## src/rtl/modular_exponentiation_top_macros.svh

```systemverilog
`ifndef MODULAR_EXPONENTIATION_TOP_MACROS_SVH
`define MODULAR_EXPONENTIATION_TOP_MACROS_SVH

// same-cycle check, clocked on clk, off during reset
`define MODEXP_ASSERT_NOW(label, ante, cons, msg) \
    label: assert property (@(posedge clk) disable iff (!rst_n) (ante) |-> (cons)) \
        else $error(msg);

// next-cycle check, clocked on clk, off during reset
`define MODEXP_ASSERT_NEXT(label, ante, cons, msg) \
    label: assert property (@(posedge clk) disable iff (!rst_n) (ante) |=> (cons)) \
        else $error(msg);

`endif

```

## src/rtl/modexp_pkg.sv

```systemverilog
package modexp_pkg;

    localparam int MOD_W   = 31;
    localparam int FIELD_W = 63;

    localparam logic [MOD_W-1:0] MOD_RESET = 31'd1000000007;

    localparam int MUL_CNT_W = $clog2(MOD_W);
    localparam int RED_CNT_W = $clog2(FIELD_W);

    typedef struct packed {
        logic             done;
        logic [MOD_W-1:0] value;
    } mm_rsp_t;

endpackage

```

## src/rtl/modexp_reduce.sv

```systemverilog
`include "modular_exponentiation_top_macros.svh"

module modexp_reduce import modexp_pkg::*; (
    input  logic               clk,
    input  logic               rst_n,
    input  logic               start,
    input  logic [FIELD_W-1:0] value,
    input  logic [MOD_W-1:0]   m,
    output mm_rsp_t            rsp
);

    logic                 run_reg;
    logic                 run_next;
    logic                 done_reg;
    logic                 done_next;
    logic [RED_CNT_W-1:0] cnt_reg;
    logic [RED_CNT_W-1:0] cnt_next;
    logic [FIELD_W-1:0]   val_reg;
    logic [FIELD_W-1:0]   val_next;
    logic [MOD_W-1:0]     r_reg;
    logic [MOD_W-1:0]     r_next;
    logic [MOD_W:0]       shifted;
    logic [MOD_W:0]       trial;

    // one bit of the base per cycle, msb first
    assign shifted = {r_reg, val_reg[FIELD_W-1]};
    assign trial   = shifted - {1'b0, m};

    always_comb
    begin
        run_next  = run_reg;
        done_next = 1'b0;
        cnt_next  = cnt_reg;
        val_next  = val_reg;
        r_next    = r_reg;
        if (start)
        begin
            run_next = 1'b1;
            cnt_next = RED_CNT_W'(FIELD_W - 1);
            val_next = value;
            r_next   = '0;
        end
        else if (run_reg)
        begin
            r_next   = (shifted >= {1'b0, m}) ? trial[MOD_W-1:0] : shifted[MOD_W-1:0];
            val_next = {val_reg[FIELD_W-2:0], 1'b0};
            cnt_next = cnt_reg - 1'b1;
            if (cnt_reg == '0)
            begin
                run_next  = 1'b0;
                done_next = 1'b1;
            end
        end
    end

    always_ff @(posedge clk or negedge rst_n)
    begin
        if (!rst_n)
        begin
            run_reg  <= 1'b0;
            done_reg <= 1'b0;
            cnt_reg  <= '0;
        end
        else
        begin
            run_reg  <= run_next;
            done_reg <= done_next;
            cnt_reg  <= cnt_next;
        end
    end

    always_ff @(posedge clk)
    begin
        val_reg <= val_next;
        r_reg   <= r_next;
    end

    assign rsp.done  = done_reg;
    assign rsp.value = r_reg;

    `MODEXP_ASSERT_NOW(a_red_partial_below_mod, run_reg, r_reg < m, "reduce partial out of range")

endmodule

```

## src/rtl/modexp_mulmod.sv

```systemverilog
`include "modular_exponentiation_top_macros.svh"

module modexp_mulmod import modexp_pkg::*; (
    input  logic             clk,
    input  logic             rst_n,
    input  logic             start,
    input  logic [MOD_W-1:0] a,
    input  logic [MOD_W-1:0] b,
    input  logic [MOD_W-1:0] m,
    output mm_rsp_t          rsp
);

    logic                 run_reg;
    logic                 run_next;
    logic                 done_reg;
    logic                 done_next;
    logic [MUL_CNT_W-1:0] cnt_reg;
    logic [MUL_CNT_W-1:0] cnt_next;
    logic [MOD_W-1:0]     b_reg;
    logic [MOD_W-1:0]     b_next;
    logic [MOD_W-1:0]     r_reg;
    logic [MOD_W-1:0]     r_next;
    logic [MOD_W:0]       dbl;
    logic [MOD_W-1:0]     dbl_red;
    logic [MOD_W:0]       sum;
    logic [MOD_W-1:0]     sum_red;

    // interleaved shift-add, one multiplier bit per cycle, msb first
    always_comb
    begin
        dbl     = {r_reg, 1'b0};
        dbl_red = (dbl >= {1'b0, m}) ? MOD_W'(dbl - {1'b0, m}) : dbl[MOD_W-1:0];
        sum     = {1'b0, dbl_red} + (b_reg[MOD_W-1] ? {1'b0, a} : '0);
        sum_red = (sum >= {1'b0, m}) ? MOD_W'(sum - {1'b0, m}) : sum[MOD_W-1:0];
    end

    always_comb
    begin
        run_next  = run_reg;
        done_next = 1'b0;
        cnt_next  = cnt_reg;
        b_next    = b_reg;
        r_next    = r_reg;
        if (start)
        begin
            run_next = 1'b1;
            cnt_next = MUL_CNT_W'(MOD_W - 1);
            b_next   = b;
            r_next   = '0;
        end
        else if (run_reg)
        begin
            r_next   = sum_red;
            b_next   = {b_reg[MOD_W-2:0], 1'b0};
            cnt_next = cnt_reg - 1'b1;
            if (cnt_reg == '0)
            begin
                run_next  = 1'b0;
                done_next = 1'b1;
            end
        end
    end

    always_ff @(posedge clk or negedge rst_n)
    begin
        if (!rst_n)
        begin
            run_reg  <= 1'b0;
            done_reg <= 1'b0;
            cnt_reg  <= '0;
        end
        else
        begin
            run_reg  <= run_next;
            done_reg <= done_next;
            cnt_reg  <= cnt_next;
        end
    end

    always_ff @(posedge clk)
    begin
        b_reg <= b_next;
        r_reg <= r_next;
    end

    assign rsp.done  = done_reg;
    assign rsp.value = r_reg;

    `MODEXP_ASSERT_NOW(a_mul_partial_below_mod, run_reg, r_reg < m, "product partial out of range")

endmodule

```

## src/rtl/modular_exponentiation_top.sv

```systemverilog
// Computes base ** exponent mod modulus by right-to-left square-and-multiply.
// An item is taken when start is high and busy is low; busy stays high until
// the result goes out. The result appears on power_result for exactly one
// cycle with done high, and the receiver cannot stall it, so it must take it
// then. The base is first reduced one bit per cycle, then for each exponent bit
// up to the highest set one the square and the conditional multiply run side
// by side on two bit-serial multipliers of 31 steps each. Busy drops in the
// same cycle as the result goes out, so the next item can be taken while the
// result is out; a modulus below 2 returns 0. The modulus register is written
// by cfg_we/cfg_wdata and must only change while busy is low.
`include "modular_exponentiation_top_macros.svh"

module modular_exponentiation_top import modexp_pkg::*; (
    input  logic               clk,
    input  logic               rst_n,
    input  logic               cfg_we,
    input  logic [MOD_W-1:0]   cfg_wdata,
    input  logic               start,
    input  logic [FIELD_W-1:0] base,
    input  logic [FIELD_W-1:0] exponent,
    output logic               busy,
    output logic               done,
    output logic [MOD_W-1:0]   power_result
);

    localparam logic [1:0] S_IDLE  = 2'd0;
    localparam logic [1:0] S_RED   = 2'd1;
    localparam logic [1:0] S_CHECK = 2'd2;
    localparam logic [1:0] S_MUL   = 2'd3;

    logic [1:0]         state_reg;
    logic [1:0]         state_next;
    logic [MOD_W-1:0]   modulus_reg;
    logic [MOD_W-1:0]   m_reg;
    logic [MOD_W-1:0]   m_next;
    logic [FIELD_W-1:0] e_reg;
    logic [FIELD_W-1:0] e_next;
    logic [MOD_W-1:0]   acc_reg;
    logic [MOD_W-1:0]   acc_next;
    logic [MOD_W-1:0]   sq_reg;
    logic [MOD_W-1:0]   sq_next;
    logic               done_reg;
    logic               done_next;
    logic [MOD_W-1:0]   result_reg;
    logic [MOD_W-1:0]   result_next;
    logic               red_start;
    logic               mm_start;
    mm_rsp_t            red_rsp;
    mm_rsp_t            acc_rsp;
    mm_rsp_t            sq_rsp;

    modexp_reduce u_reduce (
        .clk   (clk),
        .rst_n (rst_n),
        .start (red_start),
        .value (base),
        .m     (m_reg),
        .rsp   (red_rsp)
    );

    modexp_mulmod u_mul_acc (
        .clk   (clk),
        .rst_n (rst_n),
        .start (mm_start),
        .a     (acc_reg),
        .b     (sq_reg),
        .m     (m_reg),
        .rsp   (acc_rsp)
    );

    modexp_mulmod u_mul_sq (
        .clk   (clk),
        .rst_n (rst_n),
        .start (mm_start),
        .a     (sq_reg),
        .b     (sq_reg),
        .m     (m_reg),
        .rsp   (sq_rsp)
    );

    always_comb
    begin
        state_next  = state_reg;
        m_next      = m_reg;
        e_next      = e_reg;
        acc_next    = acc_reg;
        sq_next     = sq_reg;
        done_next   = 1'b0;
        result_next = result_reg;
        red_start   = 1'b0;
        mm_start    = 1'b0;
        unique case (state_reg)
            S_IDLE:
            begin
                if (start)
                begin
                    m_next = modulus_reg;
                    e_next = exponent;
                    if (modulus_reg < MOD_W'(2))
                    begin
                        done_next   = 1'b1;
                        result_next = '0;
                    end
                    else
                    begin
                        red_start  = 1'b1;
                        state_next = S_RED;
                    end
                end
            end
            S_RED:
            begin
                if (red_rsp.done)
                begin
                    sq_next    = red_rsp.value;
                    acc_next   = MOD_W'(1);
                    state_next = S_CHECK;
                end
            end
            S_CHECK:
            begin
                if (e_reg == '0)
                begin
                    done_next   = 1'b1;
                    result_next = acc_reg;
                    state_next  = S_IDLE;
                end
                else
                begin
                    mm_start   = 1'b1;
                    state_next = S_MUL;
                end
            end
            S_MUL:
            begin
                if (sq_rsp.done)
                begin
                    if (e_reg[0])
                    begin
                        acc_next = acc_rsp.value;
                    end
                    sq_next    = sq_rsp.value;
                    e_next     = {1'b0, e_reg[FIELD_W-1:1]};
                    state_next = S_CHECK;
                end
            end
            default:
            begin
                state_next = S_IDLE;
            end
        endcase
    end

    always_ff @(posedge clk or negedge rst_n)
    begin
        if (!rst_n)
        begin
            state_reg   <= S_IDLE;
            done_reg    <= 1'b0;
            modulus_reg <= MOD_RESET;
        end
        else
        begin
            state_reg <= state_next;
            done_reg  <= done_next;
            if (cfg_we)
            begin
                modulus_reg <= cfg_wdata;
            end
        end
    end

    always_ff @(posedge clk)
    begin
        m_reg      <= m_next;
        e_reg      <= e_next;
        acc_reg    <= acc_next;
        sq_reg     <= sq_next;
        result_reg <= result_next;
    end

    assign busy         = (state_reg != S_IDLE);
    assign done         = done_reg;
    assign power_result = result_reg;

    `MODEXP_ASSERT_NEXT(a_busy_after_start, start && !busy && (modulus_reg >= MOD_W'(2)),
        busy, "no busy after transfer")
    `MODEXP_ASSERT_NOW(a_result_in_range, done && (m_reg >= MOD_W'(2)),
        power_result < m_reg, "result not reduced")
    `MODEXP_ASSERT_NOW(a_mul_needs_bits, state_reg == S_MUL, e_reg != '0, "multiply with empty exponent")
    `MODEXP_ASSERT_NOW(a_units_in_step, sq_rsp.done,
        acc_rsp.done && (state_reg == S_MUL), "multipliers out of step")

endmodule

```

## config.mk

```make
export PLATFORM = sky130hd
export DESIGN_NAME = modular_exponentiation_top
export DESIGN_NICKNAME = d
export VERILOG_FILES = /design/src/rtl/modexp_pkg.sv /design/src/rtl/modexp_reduce.sv /design/src/rtl/modexp_mulmod.sv /design/src/rtl/modular_exponentiation_top.sv
export VERILOG_INCLUDE_DIRS = /design/src /design/src/rtl
export SDC_FILE = /design/constraint.sdc
export NUM_CORES = 1
export LEC_CHECK = 0
export BUFFER_PORTS_ARGS = -buffer_cell sky130_fd_sc_hd__buf_2
export CAP_MARGIN = 20
export CORE_MARGIN = 3
export CORE_UTILIZATION = 54
export CTS_CLUSTER_DIAMETER = 60
export DETAILED_ROUTE_END_ITERATION = 10
export PLACE_DENSITY = 0.8
export SLEW_MARGIN = 40
export SYNTH_ARGS = -nofsm -noshare
export SYNTH_HDL_FRONTEND = slang
export SYNTH_SLANG_ARGS = --single-unit
```

## constraint.sdc

```tcl
create_clock -name clk -period 24 [get_ports clk]
set_input_delay 2.4 -clock clk [delete_from_list [all_inputs] [get_ports clk]]
set_output_delay 2.4 -clock clk [all_outputs]
set_load 0.005 [all_outputs]
```

### After elaboration in Yosys (flattened, before gate mapping)

Index checks and enable logic that the tools add are counted.

| storage, ports and cells | value |
|---|---|
| flip-flop bits (word level) | 460 |
| bits of input ports | 161 |
| output and inout bits | 33 |
| word-level logic and storage cells | 129 |

| cells by class | value |
|---|---|
| $add $sub $neg | 10 |
| order comparisons | 6 |
| equal/unequal tests | 10 |
| multiplexer cells | 63 |
| reduce and logical (&&, ||, !) cells | 18 |

Operator list:

| cell | count |
|---|---|
| $mux 31 | 19 |
| $mux 63 | 4 |
| $pmux 31 s2 | 3 |
| $ge 32x31->1 | 5 |
| $sub 31x31->31 | 5 |
| $pmux 63 s2 | 1 |
| $add 31x31->32 | 2 |
| $logic_not 63->1 | 1 |
| $lt 31x2->1 const B | 1 |
| $mux 1 | 23 |
| $mux 5 | 4 |
| $reduce_bool 2->1 | 7 |
| $mux 6 | 2 |
| $reduce_and 4->1 | 3 |
| $logic_not 5->1 | 2 |
| $mux 2 | 5 |
| $ne 2x2->1 const B | 5 |
| $sub 5x1->5 const B | 2 |
| $pmux 2 s4 | 1 |
| $logic_not 6->1 | 1 |
| $reduce_and 3->1 | 2 |
| $sub 6x1->6 const B | 1 |
| $eq 2x2->1 const B | 2 |
| $ne 2x1->1 const B | 2 |
| 4 further kinds | 4 |

### Depth between registers and ports, before layout

| depth | value |
|---|---|
| word-level depth | 5 |
| depth in mapped cells | 37 |
| mapped depth without buffers | 34 |

### Modules after synthesis

Synthesis repeated with hierarchy kept, for this count alone.

| second synthesis, totals | value |
|---|---|
| cell total of the unflattened synthesis | 3,127 |
| area, all modules | 31,519.0 um2 |

Modules (own cells, without submodules):

| module | times used | cells each | area each (um2) | seq. area each (um2) |
|---|---|---|---|---|
| modular_exponentiation_top | 1 | 485 | 8,734.6 | 6,486.2 |
| modexp_mulmod at u_mul_sq | 1 | 1,030 | 8,298.0 | 1,726.7 |
| modexp_mulmod at u_mul_acc | 1 | 1,001 | 8,237.9 | 1,726.7 |
| modexp_reduce | 1 | 611 | 6,248.5 | 2,712.6 |

### Worst setup path before layout

OpenSTA, ideal clock, no wires.

| path | value |
|---|---|
| path type | register -> register |
| start | reg m_reg[0] |
| end | reg u_mul_sq.r_reg[16] |
| library setup time | 0.086 ns |
| arrival | 7.444 ns |
| required time | 23.914 ns |
| path slack | 16.471 ns |
| cell stages (with the launch flop) | 35 |
| path buffers | 2 |
| clock period less this slack | 7.529 ns |
| path through | edfxtp_1 inv_1 fa_1 a21o_1 a21oi_2 o21bai_1 a2111oi_4 o31ai_1 a41oi_1 o211ai_1 a2111oi_2 nor2_1 buf_4 mux2_2 ha_1 or2_1 and2_1 o211a_1 a221oi_1 o41a_1 o21bai_1 nand4b_1 o311ai_1 ha_1 nand4_1 or3_1 or2_2 nor3_1 a211o_1 o21ai_1 o2111ai_2 nor2_2 buf_6 mux2i_1 a211oi_1 |

| between the ends | value |
|---|---|
| word-level cells in the longest chain between the ends | 5 |
| elaborated cells on any way between the ends | 7 |
| those cells by class | add/sub (3); order compare (2); mux (2) |

Ends and longest elaborated chain:

| item | line | RTL |
|---|---|---|
| from (decl) | modular_exponentiation_top.sv:34 | `logic [MOD_W-1:0] m_reg;` |
| from (signal assigned) | modular_exponentiation_top.sv:175 | `m_reg <= m_next;` |
| $sub 31x31->31 or $ge 32x31->1 (tied branches) | modexp_mulmod.sv:32 | `dbl_red = (dbl >= {1'b0, m}) ? MOD_W'(dbl - {1'b0, m}) : dbl[MOD_W-1:0];` |
| $mux 31 | modexp_mulmod.sv:32 |  |
| $add 31x31->32 | modexp_mulmod.sv:33 | `sum = {1'b0, dbl_red} + (b_reg[MOD_W-1] ? {1'b0, a} : '0);` |
| $sub 31x31->31 or $ge 32x31->1 (tied branches) | modexp_mulmod.sv:34 | `sum_red = (sum >= {1'b0, m}) ? MOD_W'(sum - {1'b0, m}) : sum[MOD_W-1:0];` |
| $mux 31 (*) | modexp_mulmod.sv:34 |  |
| to (signal assigned) | modexp_mulmod.sv:83 | `r_reg <= r_next;` |
| to (decl) | modexp_mulmod.sv:21 | `logic [MOD_W-1:0] r_reg;` |

Every way passes the cells marked *; elsewhere a longest branch is shown, timed or not.
A chain may end at the register's enable or synchronous reset.

### Worst setup path in the final report

| path | value |
|---|---|
| start | reg m_reg[0] |
| end | reg u_mul_acc.r_reg[10] |

| between the ends | value |
|---|---|
| word-level cells in the longest chain between the ends | 5 |
| elaborated cells on any way between the ends | 7 |
| those cells by class | add/sub (3); order compare (2); mux (2) |

Ends and longest elaborated chain:

| item | line |
|---|---|
| $sub 31x31->31 or $ge 32x31->1 (tied branches) | modexp_mulmod.sv:32 |
| $mux 31 | modexp_mulmod.sv:32 |
| $add 31x31->32 | modexp_mulmod.sv:33 |
| $sub 31x31->31 or $ge 32x31->1 (tied branches) | modexp_mulmod.sv:34 |
| $mux 31 (*) | modexp_mulmod.sv:34 |
| to (signal assigned) | modexp_mulmod.sv:83 |
| to (decl) | modexp_mulmod.sv:21 |

Marks and branches as above.

==> metrics.txt <==
Pwr Total=5.31 mW; distinct cell type count after synthesis=96; Max Cap Violations=0; final setup fails=0; part of the power in combinational logic=60.7%; FF-to-FF path depth=35; ys async rst share=12.0%; post-synthesis sequential area ratio=40.4%; CTS Root Cell=clkbuf_16; synthesized area per cell=9.58 um2; Post-route DRC=0; Max Root-Sink Buffers=3; Post-DRT Antenna Nets=0; multi-input logic area=0.0178 mm2; most frequent cells in the layout=nand2_1 (488), edfxtp_1 (312), a21oi_1 (234); # IOs=194; CP most frequent cell=a21oi_1; switching power=2.35 mW; Worst Path Arrival=9.97 ns; Peak VDD IR=93.3 uV; Reg area=0.0126 mm2; kind of critical path=reg -> reg; vias in the first global route=24.4k; Setup crit start kind=flop; outcome=finished clean; P_int=2.96 mW; Num CTS Buffers=53; routed wire length=87.1 mm; wire per inst=20.6 um; All-Layer GR Usage=28.2%; grt ovf=0; final setup skew=0.0285 ns; Clock Sink Count=460; initial antenna violation count=6; Starting DRT DRC Count=2304; first-pass GRT wire length=135 mm; Die Area=0.0608 mm2; initial cell density of the core=55.0%; Main synth FF type=edfxtp_1; clock share of power=15.7%; post_cts resized=0; final hold vios=0; WHS Path Cells=0; Die Wd=247 um; Leakage Power=15.3 nW; CTS clk-pin slew, worst paths=0.06 ns; Power per Cell Area=152 mW/mm2; Setup crit start=m_reg[0]; R2R Setup Slk=14.48 ns; Clock Latency Late Sink=0.63 ns; Tcrit/Tclk final=39.7%; row count=87; Slew HR=38.5%; placed insts=4129; r2r endpoint=u_mul_acc.r_reg[10]; Slowest-stage cell, CP=nand3_2; postcts setup bufs=0; Hold Path Class=reg -> reg; DR vias=25.8k; Yosys Warn Count=0; # hold bufs at CTS=0; Final GP Congestion=0.949; mapped cell area=0.0313 mm2; worst setup path end=u_mul_acc.r_reg[10]; upper clock frequency limit=0.105 GHz; fin crit period=9.52 ns; CTS tree=done; Fin Hold WS=0.472 ns; DR pass1 iterations=8; PortBufs=193; Vias/cell=6.10; Worst Slack Setup Final=14.48 ns; Vert. Die Dim=247 um; RSZ-0062 raised after global routing=false; nets=3821; Finished Layout Cells=4231; H-tree lvl count=2; sequential share of power=23.7%; post-DP HPWL=62.9 mm; worst r2r src=m_reg[0]; switching part of the total=44.2%; layout cell share with drive strength beyond 1=16.8%; Core Box Area=0.0568 mm2; Critical Path RT=24.45 ns; Filler Cell Count=4742; FF+latch count, synth=460; Critical Path Fanout Max=19; Slew Limit Fails=0; setup_tns=0 ns; Synth Net Count=3653; number of synthesized flops with an enable pin=312; biggest cell delay along the critical path=0.52 ns; Worst-Margin Slew=0.919 ns; commonest non-fill, non-tap cell in the layout=nand2_1; Area growth syn-to-layout=11.9%; cells after synthesis=3262; largest net degree at the start of global routing=82; CP Capture Type=flop; pre-CTS setup slack=14.58 ns
[how the worst min path moves through the flow]
stage	from	to	slack, ns
final	modulus_reg[6]	m_reg[6]	0.47
after global routing	modulus_reg[6]	m_reg[6]	0.48
after CTS	modulus_reg[6]	m_reg[6]	0.47
after detailed placement	modulus_reg[6]	m_reg[6]	0.47
after global placement	modulus_reg[6]	m_reg[6]	0.46
after floorplan	modulus_reg[30]	m_reg[30]	0.44
[power groups by stage]
stage / registers (mW) / clock network [mW] / logic, mW
6_report: 1.26 / 0.832 / 3.22
5_1_grt: 1.27 / 0.876 / 3.55
4_1_cts: 1.25 / 0.844 / 3.16
3_5_place_dp: 1.26 / 0 / 3.13
3_3_place_gp: 1.26 / 0 / 3.06
2_1_floorplan: 1.19 / 0 / 2.54
[kinds of logic after synthesis]
group	Yosys count	share of synthesized area, %
buf+inv	240	3.07
simple gates	1099	16.9
mux	243	8.54
flops	460	40.4
compound gates	810	16.7
xor+xnor	180	5.04
fa+ha+maj	230	9.37
[area by class of cell]
type / instances / area share, %
clock buffer: 71 / 4.16
antenna: 1 / 0.00715
sequential: 460 / 36.1
tap: 756 / 2.70
clock inverter: 28 / 1.02
timing repair buffer: 241 / 4.04
multi-input combinational: 2562 / 50.8
inverter: 112 / 1.20
[synth_stat cells, types with 23 or more instances]
cell	instances	area [um2]
nand2_1	489	1840
nand3_1	49	245
mux2i_1	57	571
and2_1	105	657
mux2_2	183	2060
nand4_1	38	238
o21bai_1	23	173
xnor2_1	123	1080
and3_1	58	363
o21a_1	39	293
dfrtp_1	39	976
o21ai_0	171	856
nand2b_1	34	213
xor2_1	57	499
a31oi_1	29	181
nor2_1	141	529
ha_1	223	2790
nor4_1	30	188
inv_1	112	420
dfxtp_1	93	1860
a21o_1	107	803
nor2b_1	31	194
edfxtp_1	312	9370
clkbuf_1	94	353
nor3_1	50	250
a21oi_1	235	1180
a211oi_1	46	345
[worst max-delay path: cells and delay by family, from the launching register on]
family                     cells  cell delay, ns
and+or+nand+nor               10            2.45
buffers and inverters          3            0.81
muxes                          1            0.31
DFF                            1            0.50
adders and majority gates      3            1.18
AOI/OAI and AO/OA             17            3.88
xor gates and xnor gates       1            0.18
[metal layers]
| metal | up-vias | share of wire [%] | global-route usage, % |
|---|---|---|---|
| met4 | 10 | 4.4 | 10.8 |
| li1 | 12310 | - | - |
| met3 | 221 | 9.9 | 6.79 |
| met2 | 1113 | 43 | 43.1 |
| met5 | - | 0.077 | 0 |
| met1 | 12172 | 42 | 38.7 |
[through the flow]
step	util [%]	area (um2)
2_1_floorplan	-	31300
3_3_place_gp	58.1	33000
3_5_place_dp	58.3	33100
4_1_cts	61.5	34900
5_1_grt	61.6	35000
6_report	61.6	35000
No activity file was read; power rests on OpenSTA's default activity.
